$ cat config.mk
export PLATFORM = sky130hd
export DESIGN_NAME = capped_divisor_apportion
export DESIGN_NICKNAME = d
export VERILOG_FILES = /design/src/rtl/cda_pkg.sv /design/src/rtl/cda_lane.sv /design/src/rtl/cda_merge.sv /design/src/rtl/capped_divisor_apportion.sv
export SDC_FILE = /design/constraint.sdc
export NUM_CORES = 2
export LEC_CHECK = 0
export ABC_CLOCK_PERIOD_IN_PS = 9000
export BUFFER_PORTS_ARGS = -buffer_cell sky130_fd_sc_hd__buf_2
export CORE_MARGIN = 5
export CORE_UTILIZATION = 50
export CTS_CLUSTER_SIZE = 14
export DETAILED_ROUTE_END_ITERATION = 7
export PLACE_DENSITY_LB_ADDON = 0.12
export SLEW_MARGIN = 10
export SYNTH_ARGS = -nofsm -noshare
export SYNTH_HDL_FRONTEND = slang
export SYNTH_SLANG_ARGS = --single-unit
$ cat constraint.sdc
create_clock -name clk_i -period 9 [get_ports clk_i]
set_input_delay 0 -clock clk_i [delete_from_list [all_inputs] [get_ports clk_i]]
set_output_delay 0 -clock clk_i [all_outputs]
set_load 0.01 [all_outputs]
$ cat src/rtl/cda_pkg.sv
`timescale 1ns / 1ps

package cda_pkg;

  localparam int BUCKETS     = 6;
  localparam int WEIGHT_BITS = 8;

  localparam int LANES   = 6;
  localparam int FIELD_W = 8;
  localparam int WUSE    = (WEIGHT_BITS < FIELD_W) ? WEIGHT_BITS : FIELD_W;
  localparam int CNT_W   = 5;
  localparam int DEN_W   = CNT_W + 1;
  localparam int PROD_W  = WUSE + DEN_W;
  localparam int SCORE_W = 6;
  localparam int SPREAD_W = 8;
  localparam int CFG_IDX_W  = 2;
  localparam int CFG_DATA_W = 8;

  localparam logic [SPREAD_W-1:0] SPREAD_RST = 8'd24;
  localparam logic [CNT_W-1:0]    CAP_RST    = 5'd7;
  localparam logic [CNT_W-1:0]    BASE_RST   = 5'd8;

  typedef logic [WUSE-1:0]    weight_t;
  typedef logic [CNT_W-1:0]   cnt_t;
  typedef logic [DEN_W-1:0]   den_t;
  typedef logic [PROD_W-1:0]  prod_t;
  typedef logic [SCORE_W-1:0] score_t;

  typedef enum logic [CFG_IDX_W-1:0] {
    REG_SPREAD = 2'd0,
    REG_CAP    = 2'd1,
    REG_BASE   = 2'd2
  } cfg_reg_e;

  typedef enum logic {
    ST_IDLE,
    ST_RUN
  } state_e;

  typedef struct packed {
    logic [FIELD_W-1:0] weight_0;
    logic [FIELD_W-1:0] weight_1;
    logic [FIELD_W-1:0] weight_2;
    logic [FIELD_W-1:0] weight_3;
    logic [FIELD_W-1:0] weight_4;
    logic [FIELD_W-1:0] weight_5;
  } in_beat_t;

  typedef struct packed {
    score_t score_0;
    score_t score_1;
    score_t score_2;
    score_t score_3;
    score_t score_4;
    score_t score_5;
    logic   short_total;
  } out_beat_t;

  typedef struct packed {
    logic               any;
    logic [BUCKETS-1:0] win;
  } pick_t;

endpackage

$ cat src/rtl/cda_lane.sv
`timescale 1ns / 1ps

module cda_lane (
  input  logic                                  clk_i,
  input  logic                                  rst_ni,
  input  logic                                  load_i,
  input  logic [cda_pkg::FIELD_W-1:0]           weight_i,
  input  logic                                  award_i,
  input  cda_pkg::cnt_t                         cap_i,
  input  cda_pkg::den_t [cda_pkg::BUCKETS-1:0]  den_i,
  output cda_pkg::cnt_t                         held_o,
  output cda_pkg::den_t                         den_o,
  output logic                                  elig_o,
  output cda_pkg::prod_t [cda_pkg::BUCKETS-1:0] prod_o
);
  import cda_pkg::*;

  weight_t w_q;
  cnt_t    held_q, held_d;

  always_ff @(posedge clk_i or negedge rst_ni) begin
    if (!rst_ni) begin
      w_q <= '0;
    end else if (load_i) begin
      w_q <= weight_i[WUSE-1:0];
    end
  end

  always_comb begin
    held_d = held_q;
    if (load_i) begin
      held_d = '0;
    end else if (award_i) begin
      held_d = held_q + cnt_t'(1);
    end
  end

  always_ff @(posedge clk_i or negedge rst_ni) begin
    if (!rst_ni) begin
      held_q <= '0;
    end else begin
      held_q <= held_d;
    end
  end

  assign held_o = held_q;
  assign den_o  = {1'b0, held_q} + den_t'(1);
  assign elig_o = (held_q < cap_i);

  // own weight against every lane's divisor
  always_comb begin
    for (int j = 0; j < BUCKETS; j++) begin
      prod_o[j] = prod_t'(w_q) * prod_t'(den_i[j]);
    end
  end

endmodule

$ cat src/rtl/cda_merge.sv
`timescale 1ns / 1ps

module cda_merge (
  input  logic [cda_pkg::BUCKETS-1:0]                         elig_i,
  input  cda_pkg::prod_t [cda_pkg::BUCKETS-1:0][cda_pkg::BUCKETS-1:0] prod_i,
  output cda_pkg::pick_t                                      pick_o
);
  import cda_pkg::*;

  logic [BUCKETS-1:0] win;

  // lane i wins if it strictly beats every lower eligible lane
  // and is not beaten by any higher eligible lane
  always_comb begin
    for (int i = 0; i < BUCKETS; i++) begin
      win[i] = elig_i[i];
      for (int j = 0; j < BUCKETS; j++) begin
        if (j < i) begin
          if (elig_i[j] && !(prod_i[i][j] > prod_i[j][i])) begin
            win[i] = 1'b0;
          end
        end else if (j > i) begin
          if (elig_i[j] && (prod_i[j][i] > prod_i[i][j])) begin
            win[i] = 1'b0;
          end
        end
      end
    end
  end

  assign pick_o.win = win;
  assign pick_o.any = |elig_i;

endmodule

$ cat src/rtl/capped_divisor_apportion.sv
`timescale 1ns / 1ps
// result: registered when the award loop has given spread_points or no lane is eligible
// the loop ends early when every bucket reaches its cap (one point per cycle)
// input stalls while an item is in the six-lane award loop or its result waits for a free output
// the next item is taken while the previous result still waits at the output
// reset: asynchronous active low, registers return to 24 / 7 / 8, no result pending
module capped_divisor_apportion (
  input  logic                              clk_i,
  input  logic                              rst_ni,
  input  logic                              in_valid_i,
  output logic                              in_stall_o,
  input  cda_pkg::in_beat_t                 in_data_i,
  output logic                              out_valid_o,
  input  logic                              out_stall_i,
  output cda_pkg::out_beat_t                out_data_o,
  input  logic                              cfg_valid_i,
  output logic                              cfg_ready_o,
  input  logic [cda_pkg::CFG_IDX_W-1:0]     cfg_index_i,
  input  logic [cda_pkg::CFG_DATA_W-1:0]    cfg_data_i
);
  import cda_pkg::*;

  state_e state_q, state_d;

  logic [SPREAD_W-1:0] spread_q;
  cnt_t                cap_q;
  cnt_t                base_q;
  logic [SPREAD_W-1:0] given_q, given_d;

  logic      out_valid_q, out_valid_d;
  out_beat_t out_q, out_d;

  logic load, award_en, finish, done, out_free;

  logic [FIELD_W-1:0] wt [LANES];
  cnt_t  [BUCKETS-1:0]              held;
  den_t  [BUCKETS-1:0]              den;
  logic  [BUCKETS-1:0]              elig;
  prod_t [BUCKETS-1:0][BUCKETS-1:0] prod;
  pick_t                            pick;
  score_t                           score [LANES];

  assign wt[0] = in_data_i.weight_0;
  assign wt[1] = in_data_i.weight_1;
  assign wt[2] = in_data_i.weight_2;
  assign wt[3] = in_data_i.weight_3;
  assign wt[4] = in_data_i.weight_4;
  assign wt[5] = in_data_i.weight_5;

  for (genvar i = 0; i < BUCKETS; i++) begin : g_lane
    cda_lane u_lane (
      .clk_i    (clk_i),
      .rst_ni   (rst_ni),
      .load_i   (load),
      .weight_i (wt[i]),
      .award_i  (award_en & pick.win[i]),
      .cap_i    (cap_q),
      .den_i    (den),
      .held_o   (held[i]),
      .den_o    (den[i]),
      .elig_o   (elig[i]),
      .prod_o   (prod[i])
    );
  end

  cda_merge u_merge (
    .elig_i (elig),
    .prod_i (prod),
    .pick_o (pick)
  );

  for (genvar i = 0; i < LANES; i++) begin : g_score
    if (i < BUCKETS) begin : g_used
      assign score[i] = score_t'(base_q) + score_t'(held[i]);
    end else begin : g_unused
      assign score[i] = '0;
    end
  end

  // config
  assign cfg_ready_o = 1'b1;

  always_ff @(posedge clk_i or negedge rst_ni) begin
    if (!rst_ni) begin
      spread_q <= SPREAD_RST;
      cap_q    <= CAP_RST;
      base_q   <= BASE_RST;
    end else if (cfg_valid_i && cfg_ready_o) begin
      unique case (cfg_reg_e'(cfg_index_i))
        REG_SPREAD: spread_q <= cfg_data_i[SPREAD_W-1:0];
        REG_CAP:    cap_q    <= cfg_data_i[CNT_W-1:0];
        REG_BASE:   base_q   <= cfg_data_i[CNT_W-1:0];
        default: ;
      endcase
    end
  end

  assign out_free = !out_valid_q || !out_stall_i;
  assign done     = (given_q == spread_q) || !pick.any;

  // control outputs
  always_comb begin
    in_stall_o = (state_q != ST_IDLE);
    load       = 1'b0;
    award_en   = 1'b0;
    finish     = 1'b0;
    unique case (state_q)
      ST_IDLE: begin
        load = in_valid_i;
      end
      ST_RUN: begin
        award_en = !done;
        finish   = done && out_free;
      end
      default: ;
    endcase
  end

  // next state
  always_comb begin
    state_d = state_q;
    unique case (state_q)
      ST_IDLE: if (in_valid_i) state_d = ST_RUN;
      ST_RUN:  if (finish) state_d = ST_IDLE;
      default: state_d = ST_IDLE;
    endcase
  end

  always_comb begin
    given_d = given_q;
    if (load) begin
      given_d = '0;
    end else if (award_en) begin
      given_d = given_q + SPREAD_W'(1);
    end
  end

  always_comb begin
    out_valid_d = out_valid_q;
    out_d       = out_q;
    if (finish) begin
      out_valid_d       = 1'b1;
      out_d.score_0     = score[0];
      out_d.score_1     = score[1];
      out_d.score_2     = score[2];
      out_d.score_3     = score[3];
      out_d.score_4     = score[4];
      out_d.score_5     = score[5];
      out_d.short_total = (given_q != spread_q);
    end else if (out_valid_q && !out_stall_i) begin
      out_valid_d = 1'b0;
    end
  end

  always_ff @(posedge clk_i or negedge rst_ni) begin
    if (!rst_ni) begin
      state_q     <= ST_IDLE;
      given_q     <= '0;
      out_valid_q <= 1'b0;
    end else begin
      state_q     <= state_d;
      given_q     <= given_d;
      out_valid_q <= out_valid_d;
    end
  end

  always_ff @(posedge clk_i) begin
    out_q <= out_d;
  end

  assign out_valid_o = out_valid_q;
  assign out_data_o  = out_q;

  // at most one lane takes a point
  a_win_onehot0 : assert property (@(posedge clk_i) disable iff (!rst_ni)
    $onehot0(pick.win))
    else $error("more than one lane selected");

  // an eligible lane always yields a winner
  a_any_has_win : assert property (@(posedge clk_i) disable iff (!rst_ni)
    pick.any |-> $onehot(pick.win))
    else $error("eligible lanes but no winner");

  // a new result only comes out of the award loop
  a_out_from_run : assert property (@(posedge clk_i) disable iff (!rst_ni)
    $rose(out_valid_q) |-> $past(state_q == ST_RUN))
    else $error("result beat without a finished item");

endmodule

# Yosys cells after proc, flatten, opt, wreduce, memory -nomap -nowiden
# Cells that the tools add are included.
dict set report op_classes {
  div_mod_pow 0
  add_sub_neg 19
  bitwise 7
  n_shift 0
  n_mux 52
  order_cmp 21
  n_mul 30
  reduce_logical 66
  eq_ne 4
}
# cell n
set op_table {}
lappend op_table {{8-bit by 6-bit multiplier with 14-bit output} 30}
lappend op_table {{14-bit > comparator} 15}
lappend op_table {{5-bit two-way mux} 12}
lappend op_table {{1-bit two-way mux} 37}
lappend op_table {{5-bit by 1-bit adder with 6-bit output (second input constant)} 6}
lappend op_table {{5-bit by 5-bit adder with 6-bit output} 6}
lappend op_table {{1-bit logical AND} 32}
lappend op_table {{5-bit by 1-bit adder with 5-bit output (second input constant)} 6}
lappend op_table {{5-bit less-than comparator} 6}
lappend op_table {{1-bit zero test} 19}
lappend op_table {{8-bit two-way mux} 2}
lappend op_table {{2-bit nonzero test} 8}
lappend op_table {{8-bit by 1-bit adder with 8-bit output (second input constant)} 1}
lappend op_table {{8-bit == test} 1}
lappend op_table {{8-bit != test} 1}
lappend op_table {{1-bit bitwise AND} 6}
lappend op_table {{2-bit AND reduction} 3}
lappend op_table {{6-bit OR reduction} 1}
lappend op_table {{2-bit by 1-bit == test with 1-bit output (second input constant)} 1}
lappend op_table {{2-bit == test (second input constant)} 1}
lappend op_table {{2-bit zero test} 1}
lappend op_table {{1-bit logical OR} 2}
lappend op_table {{1-bit one-hot mux with 2 select lines} 1}
lappend op_table {{1-bit NOT} 1}
dict set report totals {
  in_bits 63
  mem_count 0
  mem_bits_ro 0
  reg_bits 143
  ramBits 0
  latchBits 0
  output_inout_bits 40
  wordCells 224
}

# Logic depth before layout (Yosys ltp)
dict set report logic_depth {
  depth_word 13
  ltp_mapped 28
  ltp_nobuf 27
}

# Cells and area by module
# From an unflattened synthesis, not the netlist that was laid out.
dict set report unflattened {
  hier_cells 7810
  area_unflattened_um2 65700.5
}
# mod n_inst area_per_inst_um2 seq_area_each_um2 cells_per_inst
set modules_own_cells {}
lappend modules_own_cells {{cda_lane (g_lane[0].u_lane ...)} 3 9407.8 325.3 1118}
lappend modules_own_cells {{cda_lane (g_lane[4].u_lane)} 1 9537.9 325.3 1135}
lappend modules_own_cells {{cda_lane (g_lane[5].u_lane)} 1 9511.6 325.3 1141}
lappend modules_own_cells {{cda_lane (g_lane[3].u_lane)} 1 9446.6 325.3 1127}
lappend modules_own_cells {cda_merge 1 5587.9 0.0 801}
lappend modules_own_cells {capped_divisor_apportion 1 3393.3 1819.2 252}

# Least setup slack after synthesis
# OpenSTA, ideal clock, no wires.
dict set report synth_path {
  path_type {register -> register}
  start {register g_lane[4].u_lane.held_q[0]}
  end {register g_lane[5].u_lane.held_q[3]}
  path_buffers 1
  setup_ps 83
  slack_ps 2084
  arrival_ps 6833
  required_time_ps 8917
  synth_period_minus_slack_ps 6916
  path_stages_with_launch 28
  path_cell_list {dfrtp_1 ha_1 nand3_1 xnor2_1 clkbuf_1 nand2_1 fa_1 fa_1 fa_1 inv_1 ha_1 nor2b_1 o21ai_0 a21boi_0 o21ai_0 a21oi_1 o21ai_0 or4b_2 o311ai_0 ha_1 nand3_1 nor3_2 o31ai_1 o211a_1 a221o_1 nor4_4 or4b_1 o21ai_0}
}
dict set report synth_between {
  elab_chain_len 8
  elab_cells_between_ends 14
  cone_classes {1 x add/sub; 1 x mul; 2 x order compare; 2 x mux; 1 x bitwise; 7 x reduce/logical}
}
# element line_no
set synth_rtl {}
lappend synth_rtl {{from (decl)} cda_lane.sv:19} ;# cnt_t held_q, held_d;
lappend synth_rtl {{from (signal assigned)} cda_lane.sv:42} ;# held_q <= held_d;
lappend synth_rtl {{5-bit by 1-bit adder with 6-bit output / 5-bit less-than comparator (equally long branches)} {cda_lane.sv:47, cda_lane.sv:48}}
lappend synth_rtl {{8-bit by 6-bit multiplier with 14-bit output / 6-bit OR reduction (equally long branches)} {cda_lane.sv:53, cda_merge.sv:32}}
lappend synth_rtl {{14-bit > comparator / 1-bit zero test (equally long branches)} {cda_merge.sv:19, capped_divisor_apportion.sv:99}}
lappend synth_rtl {{1-bit zero test / 1-bit logical OR (equally long branches)} {cda_merge.sv:19, capped_divisor_apportion.sv:99}}
lappend synth_rtl {{1-bit logical AND / 1-bit zero test (equally long branches)} {cda_merge.sv:19, capped_divisor_apportion.sv:112}}
lappend synth_rtl {{1-bit two-way mux (on tied branches)} {cda_merge.sv:19, capped_divisor_apportion.sv:107}}
lappend synth_rtl {{1-bit bitwise AND *} capped_divisor_apportion.sv:56} ;# .award_i (award_en & pick.win[i]),
lappend synth_rtl {{2-bit nonzero test (no line) *} -}
lappend synth_rtl {{to (signal assigned)} cda_lane.sv:42}
lappend synth_rtl {{to (decl)} cda_lane.sv:19}
# Every way passes the cells marked *; elsewhere a longest branch is shown, timed or not.
# A chain may end at the register's enable or synchronous reset.

# Worst setup path after layout
dict set report layout_path {
  start {register g_lane[4].u_lane.held_q[1]}
  end {register g_lane[5].u_lane.held_q[3]}
}
# Same word-level chain as after synthesis.

==> flow_metrics.tcl <==
set metrics [dict create \
    run_status "finished, final reports clean" \
    core_area_mm2 0.109 \
    number_of_global_route_vias_before_repair 44409 \
    met2_grt_util_pct 44.7 \
    tritoncts "built" \
    routedWlPerCell_um 18.0 \
    cp.arrival_ns 8.30 \
    grt_util_all_layers_pct 25.6 \
    routabilityCongestion 0.881 \
    sequential_fraction_of_the_synthesis_area_pct 6.84 \
    multi_input_area_mm2 0.0459 \
    max-cap-violations 0 \
    rows 121 \
    final_report_max_slew_violation_count 0 \
    setup.worst_path.end_class "register" \
    globalRouteMet3Util_pct 3.03 \
    startpoint_type "register" \
    floorplan.die.width_um 342 \
    timing.clock.skew_ns 0.0262 \
    design.final.nets 8314 \
    final.period_utilization_pct 87.4 \
    synthesis.area_mm2 0.0551 \
    1st_iter_drt_viols 2079 \
    cts_post_setup_buffers_inserted 0 \
    layout.filler_cells 10390 \
    timing.critical_path.fanout_max 25 \
    share_of_final_layout_standard_cells_stronger_than_drive_strength_1_pct 5.64 \
    cts-hold-fix-buffers 80 \
    antenna_left 0 \
    timing.setup.critical_path_class "register to register" \
    synth-main-ff-cell "sky130_fd_sc_hd__dfrtp_1" \
    design.die.area_mm2 0.117 \
    fraction_of_registers_with_async_set_or_reset_after_synthesis_pct 74.1 \
    grt_busiest_layer "met2" \
    drcViolationCount 0 \
    cts.clk_slew.worst_paths_ns 0.08 \
    ys_ff_latch 143 \
    leakagePower_nw 31.7 \
    tritoncts.num_buffers 17 \
    irDropWorstVdd_mv 0.229 \
    cts_num_sinks 143 \
    power.density_cell_area_mw_per_mm2 348 \
    pin_count_of_the_biggest_net_entering_global_routing 57 \
    synthCells 6533 \
    placed_cell_area_mm2 0.0577 \
    cts-root-buf "sky130_fd_sc_hd__clkbuf_16" \
    place.port_buffers 101 \
    vias_after_detailed_routing 42877 \
    synthesis.yosys.warnings 0 \
    dp_hpwl_um 113000 \
    antenna_found_initial 5 \
    grtUsageMet1_pct 34.4 \
    achievable-frequency_mhz 127 \
    drt_pass1_iterations 5 \
    post-route-min-period_ns 7.86 \
    hold_violations 0 \
    slew-limit-headroom_pct 23.5 \
    timing_worst_slew_pin_value_ns 1.14 \
    timing.final.setup_violations 0 \
    area.sequential_mm2 0.00378 \
    grt.overflow.total 0 \
    clockBufferDepth 2 \
    stdcell_area_mm2 0.0590 \
    netlist-cell-type-count 77 \
    area_growth_syn_to_layout_pct 7.10 \
    insertion_delay_ns 0.53 \
    rsz_0062_raised_after_global_routing "no" \
    synth_enable_flop_cells 37 \
    syn_nets 8283 \
    min_delay_worst_type "input pin to register" \
    dieHeight_um 342 \
    cts_repair_resize_count 0 \
    grt_first_pass_wirelength_um 238000 \
    avgSynthCellArea_um2 8.44 \
    required_ns 9.44 \
    initial_core_util_pct 50.5 \
    clock_tree.htree_level_count 4 \
    totalNegativeSetupSlack_ns 0 \
    drt-vias-per-instance 5.32 \
    detail_route.wirelength_um 145000 \
    io_pins 103 \
]
-- per-stage QoR --
stage	std cells	util, %	total power, mW	worst slack (ns)	hold slack, ns
after floorplan	6533	-	14.4	2.08	-0.296
after global placement	7941	52.8	19.4	1.34	0.140
after detailed placement	7941	52.8	19.7	1.23	0.142
after CTS	8053	54.1	20.7	1.20	0.0287
after global routing	8053	54.1	23.3	0.692	0.0711
final	8063	54.1	20.5	1.14	0.0705
-- critical path: stages (launching register included) --
cell                       delay (ns)
sky130_fd_sc_hd__dfrtp_1         0.45
sky130_fd_sc_hd__ha_1            0.87
sky130_fd_sc_hd__buf_12          0.28
sky130_fd_sc_hd__and2_1          0.17
sky130_fd_sc_hd__fa_1            0.42
sky130_fd_sc_hd__inv_1           0.08
sky130_fd_sc_hd__fa_1            0.43
sky130_fd_sc_hd__fa_1            0.55
sky130_fd_sc_hd__inv_1           0.05
sky130_fd_sc_hd__ha_1            0.32
sky130_fd_sc_hd__nor2b_1         0.14
sky130_fd_sc_hd__o21ai_0         0.21
sky130_fd_sc_hd__a21boi_0        0.16
sky130_fd_sc_hd__o21ai_0         0.23
sky130_fd_sc_hd__a21oi_1         0.13
sky130_fd_sc_hd__o21ai_0         0.26
sky130_fd_sc_hd__or4b_2          0.62
sky130_fd_sc_hd__o311ai_0        0.14
sky130_fd_sc_hd__ha_1            0.21
sky130_fd_sc_hd__nand3_1         0.12
sky130_fd_sc_hd__nor3_2          0.27
sky130_fd_sc_hd__o31ai_1         0.12
sky130_fd_sc_hd__o211a_1         0.18
sky130_fd_sc_hd__a221o_1         0.34
sky130_fd_sc_hd__nor4_4          0.45
sky130_fd_sc_hd__or4b_1          0.48
sky130_fd_sc_hd__o21ai_0         0.09
-- kinds of logic after synthesis --
group | after synthesis | share of synthesized area, %
compound gates | 748 | 8.47
xor+xnor | 281 | 4.46
fa+ha+maj | 1687 | 48.6
buf+inv | 1512 | 10.3
flops | 143 | 6.84
mux | 45 | 0.872
other cells | 1 | 0.00680
simple gates | 2116 | 20.4
-- power breakdown --
group          switching, mW  internal (mW)  total, mW
Clock                  0.409          0.364      0.773
Sequential             0.627          0.880       1.51
Combinational           10.8           7.43       18.2
-- synth_stat cells, types with 12 or more instances --
| library cell | instances | area share [%] |
|---|---|---|
| sky130_fd_sc_hd__nor2b_1 | 224 | 2.5 |
| sky130_fd_sc_hd__mux2_2 | 23 | 0.47 |
| sky130_fd_sc_hd__nand3_1 | 50 | 0.45 |
| sky130_fd_sc_hd__nand2_1 | 697 | 4.7 |
| sky130_fd_sc_hd__a31oi_1 | 16 | 0.18 |
| sky130_fd_sc_hd__o21bai_1 | 23 | 0.31 |
| sky130_fd_sc_hd__inv_1 | 1206 | 8.2 |
| sky130_fd_sc_hd__a221oi_1 | 12 | 0.19 |
| sky130_fd_sc_hd__xnor2_1 | 181 | 2.9 |
| sky130_fd_sc_hd__xor2_1 | 100 | 1.6 |
| sky130_fd_sc_hd__nand2b_1 | 86 | 0.98 |
| sky130_fd_sc_hd__nand4_1 | 39 | 0.44 |
| sky130_fd_sc_hd__edfxtp_1 | 37 | 2.0 |
| sky130_fd_sc_hd__dfrtp_1 | 100 | 4.5 |
| sky130_fd_sc_hd__nor2_1 | 78 | 0.53 |
| sky130_fd_sc_hd__a21o_1 | 137 | 1.9 |
| sky130_fd_sc_hd__o21ai_0 | 156 | 1.4 |
| sky130_fd_sc_hd__and2_1 | 833 | 9.5 |
| sky130_fd_sc_hd__a21boi_0 | 32 | 0.44 |
| sky130_fd_sc_hd__ha_1 | 931 | 21 |
| sky130_fd_sc_hd__fa_1 | 756 | 27 |
| sky130_fd_sc_hd__nor3_1 | 45 | 0.41 |
| sky130_fd_sc_hd__a21oi_1 | 275 | 2.5 |
| sky130_fd_sc_hd__mux2i_1 | 21 | 0.38 |
| sky130_fd_sc_hd__clkbuf_1 | 302 | 2.1 |
-- routing by layer --
metal  share of wire [%]  wire length [um]
met1                  46             66200
met2                  48             70200
met3                 4.2              6080
met4                 1.7              2470
met5                   0                 0
-- placed cells by master, fill, tap and decap left out, drive strengths merged, types with 37 or more instances in the layout --
| master | synthesis | final |
|---|---|---|
| nand3 | 50 | 50 |
| ha | 931 | 931 |
| nor2b | 226 | 226 |
| fa | 756 | 756 |
| nand4 | 39 | 39 |
| buf | 4 | 238 |
| o21ai | 162 | 162 |
| dfrtp | 100 | 100 |
| inv | 1206 | 1214 |
| nor3 | 47 | 47 |
| xnor2 | 181 | 181 |
| nand2b | 86 | 86 |
| nand2 | 698 | 698 |
| nor2 | 78 | 78 |
| a21oi | 275 | 275 |
| dlygate4sd3 | 0 | 80 |
| xor2 | 100 | 100 |
| a21o | 138 | 138 |
| edfxtp | 37 | 37 |
| and2 | 833 | 833 |
-- sequential cells by signal, indices dropped and copies added, names as in the netlist --
register,count
g_lane.u_lane.held_o,30
out_valid_o,1
in_stall_o,1
spread_q,8
cap_q,5
given_q,8
g_lane.u_lane.w_q,48
out_data_o,37
base_q,5
-- final cells by class --
type                       count  area share (%)
antenna                       10          0.0424
clock buffer                  18           0.727
clock inverter                14           0.212
inverter                    1206            7.67
multi-input combinational   4878            77.8
sequential                   143            6.41
tap                         1476            3.13
timing repair buffer         318            4.00
-- final timing paths --
| path | cells after the start | end | slack, ns | start |
|---|---|---|---|---|
| hold / removal | 3 | base_q[2] | 0.07 | cfg_valid_i |
| setup / recovery | 26 | g_lane[5].u_lane.held_o[3] | 1.14 | g_lane[4].u_lane.held_o[1] |
| min in group asynchronous | 2 | g_lane[5].u_lane.w_q[5] | 0.14 | rst_ni |
| setup reg to reg | 26 | g_lane[5].u_lane.held_o[3] | 1.14 | g_lane[4].u_lane.held_o[1] |
| hold reg to reg | 1 | cap_q[3] | 0.52 | cap_q[3] |
| max in group asynchronous | 3 | g_lane[0].u_lane.held_o[0] | 7.38 | rst_ni |
Power figures use the tool's default switching activity.
